### config.mk
export PLATFORM = sky130hd
export DESIGN_NAME = cfl_ram
export DESIGN_NICKNAME = d
export VERILOG_FILES = /design/src/rtl/assert_macros.svh /design/src/rtl/cfl_ram.sv
export SDC_FILE = /design/constraint.sdc
export NUM_CORES = 2
export LEC_CHECK = 0
export BUFFER_PORTS_ARGS = -buffer_cell sky130_fd_sc_hd__buf_2
export CORE_AREA = 8 8 537 539
export DETAILED_ROUTE_END_ITERATION = 8
export DIE_AREA = 0 0 545 547
export PLACE_DENSITY = 0.75
export SLEW_MARGIN = 20
export SYNTH_ARGS = -nofsm -noshare
export SYNTH_HDL_FRONTEND = slang
export SYNTH_SLANG_ARGS = --single-unit
### constraint.sdc
create_clock -name i_clk -period 2.4 [get_ports i_clk]
set_clock_uncertainty 0.1 [all_clocks]
set_input_delay 0.24 -clock i_clk [delete_from_list [all_inputs] [get_ports i_clk]]
set_output_delay 0.24 -clock i_clk [all_outputs]
set_load 0.05 [all_outputs]
### src/rtl/assert_macros.svh
`ifndef ASSERT_MACROS_SVH
`define ASSERT_MACROS_SVH

// Same-cycle implication, checked at every rising edge outside reset.
`define CFL_ASSERT_IMP(lbl, ante, cons) \
    lbl: assert property (@(posedge i_clk) disable iff (!i_rst_n) (ante) |-> (cons)) \
        else $error("cfl: same-cycle check failed");

// Next-cycle implication.
`define CFL_ASSERT_NXT(lbl, ante, cons) \
    lbl: assert property (@(posedge i_clk) disable iff (!i_rst_n) (ante) |=> (cons)) \
        else $error("cfl: next-cycle check failed");

`endif

### src/rtl/cfl_ram.sv
module cfl_ram #(
    parameter int W     = 16,
    parameter int DEPTH = 256,
    parameter int AW    = (DEPTH > 1) ? $clog2(DEPTH) : 1
) (
    input  logic          i_clk,
    input  logic          i_we,
    input  logic [AW-1:0] i_waddr,
    input  logic [W-1:0]  i_wdata,
    input  logic          i_re,
    input  logic [AW-1:0] i_raddr,
    output logic [W-1:0]  o_rdata
);

    logic [W-1:0] r_mem [DEPTH];
    logic [W-1:0] r_rdata;

    always_ff @(posedge i_clk) begin
        if (i_we) begin
            r_mem[i_waddr] <= i_wdata;
        end
        if (i_re) begin
            r_rdata <= r_mem[i_raddr];
        end
    end

    assign o_rdata = r_rdata;

endmodule

Yosys cells after proc, flatten, opt, wreduce, memory -nomap -nowiden
Memories as Yosys holds them, arrays and structs flattened. A register that Yosys moved wholly into a read port is not among the register bits.
Index checks and enable logic that the tools add are counted.
{ "word_totals": {"regBits": 0, "ramBits": 4096, "in_bits": 35, "output_inout_bits": 16, "wordCells": 3, "n_memories": 1} }
{ "memory_table": {"columns": ["memory", "words", "width", "read_ports", "rd_ports_with_merged_regs", "write_ports", "line_no", "rtl"], "rows": [
  ["r_mem", 256, 16, 1, 1, 1, "cfl_ram.sv:15", "logic [W-1:0] r_mem [DEPTH];"]
]} }
{ "classes": {"mux": 2} }
{ "op_table": {"columns": ["op", "count"], "rows": [
  ["$mux W1", 2]
]} }

Depth between registers and ports, before layout
{ "depth": {"depth_word": 2, "mapped_depth": 12, "mapped_depth_nobuf": 6} }

Worst setup path before layout
Ideal clock, no wire load.
{ "synth_timing": {"path_type": "input-to-reg", "startpoint": "input i_raddr[0]", "endpoint": "register r_rdata[4], in the netlist o_rdata[4] (read register of r_mem) (data pin)", "setup_ps": 265, "arrival_ps": 2224, "required_ps": 2035, "setup_slack_ps": -189, "cell_stages": 8, "n_path_buf": 3, "cell_sequence": "buf_6 -> buf_6 -> buf_2 -> mux4_2 -> mux4_2 -> a22o_1 -> o32ai_2 -> nor4_2"} }
{ "synth_rtl": {"columns": ["item", "line_no", "rtl"], "rows": [
  ["start: declaration", "cfl_ram.sv:11", "input logic [AW-1:0] i_raddr,"],
  ["end: declaration", "cfl_ram.sv:16", "logic [W-1:0] r_rdata;"]
]} }

==> out/metrics.yaml <==
clock_tree:
  cts-root-buf: "clkbuf_16"
  cts_num_sinks: 4112
  clkTransAtPathRegs_ns: 0.06
  clock_latency_ns: 0.98
  h-tree-depth: 5
  cts.path.max_buffers: 4
  cts_tree: "done"
  cts_buffers: 394
place:
  hpwl_mm: 259
  dp.cells: 11700
  place_congestion: 0.957
  portBuffers: 50
synth:
  syn-num-nets: 7395
  synth.top_cells.by_count: "edfxtp_1 (4112), mux4_2 (797), mux2i_1 (565)"
  synth_flop_cell: "edfxtp_1"
  synth_warnings: 0
  ys_types: 51
  postSynthAreaPerCell_sq_um: 21.6
  synth_edf_count: 4112
  syn-instance-count: 7360
  synth_most_common_cell: "edfxtp_1"
  seq_area_frac_synth_pct: 77.7
  async_flop_share_pct: 0
  synth.area.top_cells: "edfxtp_1 (78%), mux4_2 (11%), mux2i_1 (3.6%), o221ai_1 (1.4%), nor2_1 (0.72%)"
  syn_area_sq_um: 159000
  synth_top_area_share_pct: 77.7
  yosys.area.top_type: "edfxtp_1"
  ys_seq_elements: 4112
setup_path:
  cp_max_fo: 1
  critPathKind: "register to register"
  cp.arrival_ns: 3.26
  crit_family: "multiplexers"
  cp-startpoint: "r_mem[31][13]$_DFFE_PP_"
  reg2reg_from: "r_mem[31][13]$_DFFE_PP_"
  crit_path_start_kind: "register"
  cp.required_ns: 3.00
  cp_cell_sequence: "mux4_2, mux4_2, a22o_4, o32ai_2, buf_4, nor4_2"
  crit_buf_inv: 1
  cp_slowest_cell: "mux4_2"
  slowest_delay_ns: 0.58
  endpoint_kind: "register"
  cp_common_cell: "mux4_2"
detailed_routing:
  wl_mm: 433
  drt_pass1_iterations: 5
  wl_per_cell_um: 34.7
  ant_nets: 0
  drc: 0
  via_count: 84500
  routed_via_density: 6.76
  first_iter_violations: 12300
grt:
  grt_max_degree: 106
  grtUsageTotal_pct: 28.4
  first_global_vias: 84400
  grt_pass1_wl_mm: 612
  antenna_found_initial: 18
  overflow: 0
floorplanning:
  dieArea_sq_um: 298000
  io_pins: 51
  coreArea_sq_um: 280000
  rows: 195
  start_util_pct: 56.7
  die_h_um: 547
  die_x_um: 545
sta:
  final_max_slew_viol_count: 0
  slew-limit-headroom_pct: 25.4
  tightest_slew_ns: 1.11
  period_share_pct: 111
  whs_ns: 0.0158
  setup_viol: 16
  max_freq_mhz: 376
  hold_viol: 0
  fin_ws_ns: -0.262
  fin_crit_ns: 2.66
  rsz0062_at_grt: "yes"
pwr:
  p_seq_share_pct: 52.9
  swShare_pct: 21.8
  power.density_nw_per_um2: 801
  p_int_uw: 117000
  power_frac_comb_pct: 5.8
  p_leak_uw: 0.0608
  p_clk_share_pct: 41.3
  power.switching_uw: 32600
  vdd_drop_max_uv: 801
cells_and_area:
  drive_above_1_share_pct: 30.3
  fillerInstances: 16700
  fin_cells: 12500
  area_growth_pct: 17.8
  layout.nets: 8448
  fin_util_pct: 66.8
min_path:
  hold_path_class: "input pin to register"
  min_from: "i_waddr[7]"
status:
  status: "finished with violations"
  violations: "setup timing"
run:
  maxCapViolCount: 0
## power by group through the flow
stage	clock network [uW]	registers [uW]	logic, uW
after floorplan	0	80900	3980
after global placement	0	80800	7880
after detailed placement	0	80800	8070
after CTS	62200	79300	8460
after global routing	65000	79300	8980
final	61900	79300	8730
## routing by layer
metal | wire length (um) | part of all wire [%] | up-vias | track usage, %
met5 | 9 | 0.0021 | - | 0
met4 | 24900 | 5.7 | 2 | 13.7
met3 | 49500 | 11 | 1013 | 6.06
met2 | 204000 | 47 | 6250 | 44.1
met1 | 155000 | 36 | 43800 | 38.7
li1 | - | - | 33400 | -
## sequential cells by signal, indices dropped and copies added, names as in the netlist
| register | flops |
|---|---|
| o_rdata | 16 |
| r_mem | 4096 |
## kinds of logic (layout without fill, tap and decap cells)
logic type | count (synthesis) | after routing | share of synthesized area (%)
compound gates | 786 | 786 | 3.53
other cells | 0 | 15 | 0
simple gates | 556 | 556 | 1.57
flops | 4112 | 4112 | 77.7
mux | 1450 | 1450 | 15.5
buf+inv | 456 | 1832 | 1.69
## metrics by stage
step	cell area (sq um)	setup TNS, ns	total power (uW)	setup slack (ns)
global placement	173000	-20.53	88700	-1.56
global route	187000	-3.11	153000	-0.304
floorplan	159000	-155.83	84900	-0.105
CTS	187000	-2.58	150000	-0.264
detailed placement	173000	-20.64	88900	-1.49
finish	187000	-2.72	150000	-0.262
## final timing paths
path / end / slack (ns) / cells after the start
worst max-delay path: o_rdata[13]$_DFFE_PP_ / -0.26 / 6
worst min-delay path: r_mem[10][4]$_DFFE_PP_ / 0.02 / 5
worst max register to register: o_rdata[13]$_DFFE_PP_ / -0.26 / 6
worst min register to register: o_rdata[10]$_DFFE_PP_ / 1.10 / 5
## tightest hold or removal path, cell delays in order
cell     delay (ns)
buf_2          0.15
nor2_1         0.10
nand2_1        0.07
buf_4          0.23
nor2_4         0.07
## cell usage in the layout, fill, tap and decap left out, types with 11 or more instances in the layout
cell           instances
edfxtp_1            4112
mux4_2               797
buf_4                730
mux2i_1              565
clkbuf_16            399
nor2_1               288
buf_12               272
o221ai_1             243
a21oi_1              174
o22ai_1              148
clkinv_1              90
nor3_1                88
mux2_2                85
clkbuf_1              83
clkinv_2              66
a22oi_1               39
bufinv_16             39
nand2_1               38
o21ai_0               36
nand3_1               28
buf_2                 27
nand4_1               26
dlygate4sd3_1         24
a211oi_1              18
buf_8                 18
a22o_4                16
clkinv_16             16
diode_2               15
nor2_2                15
clkinvlp_4            15
nor4_2                14
a221oi_1              13
buf_6                 12
buf_16                12
a22o_1                11
## timing repair
| item | 4_1_cts | 5_1_grt |
|---|---|---|
| setup endpoints to repair | 16 | 18 |
| hold buffers | 25 | 0 |
| endpoints found under the hold margin | 3742 | 0 |
| buffers inserted | 0 | 21 |
| pin swaps | 24 | 21 |
| cloned | 8 | 4 |
| resized for setup | 119 | 49 |
## cell type report
| class | count | area (sq um) | share of cell area (%) |
|---|---|---|---|
| Clock inverter | 241 | 2640 | 1.41 |
| Antenna cell | 15 | 37.5 | 0.0201 |
| Clock buffer | 478 | 10200 | 5.45 |
| Multi-Input combinational cell | 2792 | 33700 | 18.0 |
| Tap cell | 3743 | 4680 | 2.50 |
| Sequential cell | 4112 | 123000 | 66.0 |
| Timing Repair Buffer | 1109 | 12400 | 6.64 |
| Inverter | 4 | 27.5 | 0.0147 |
(Power assumes the default switching activity.)
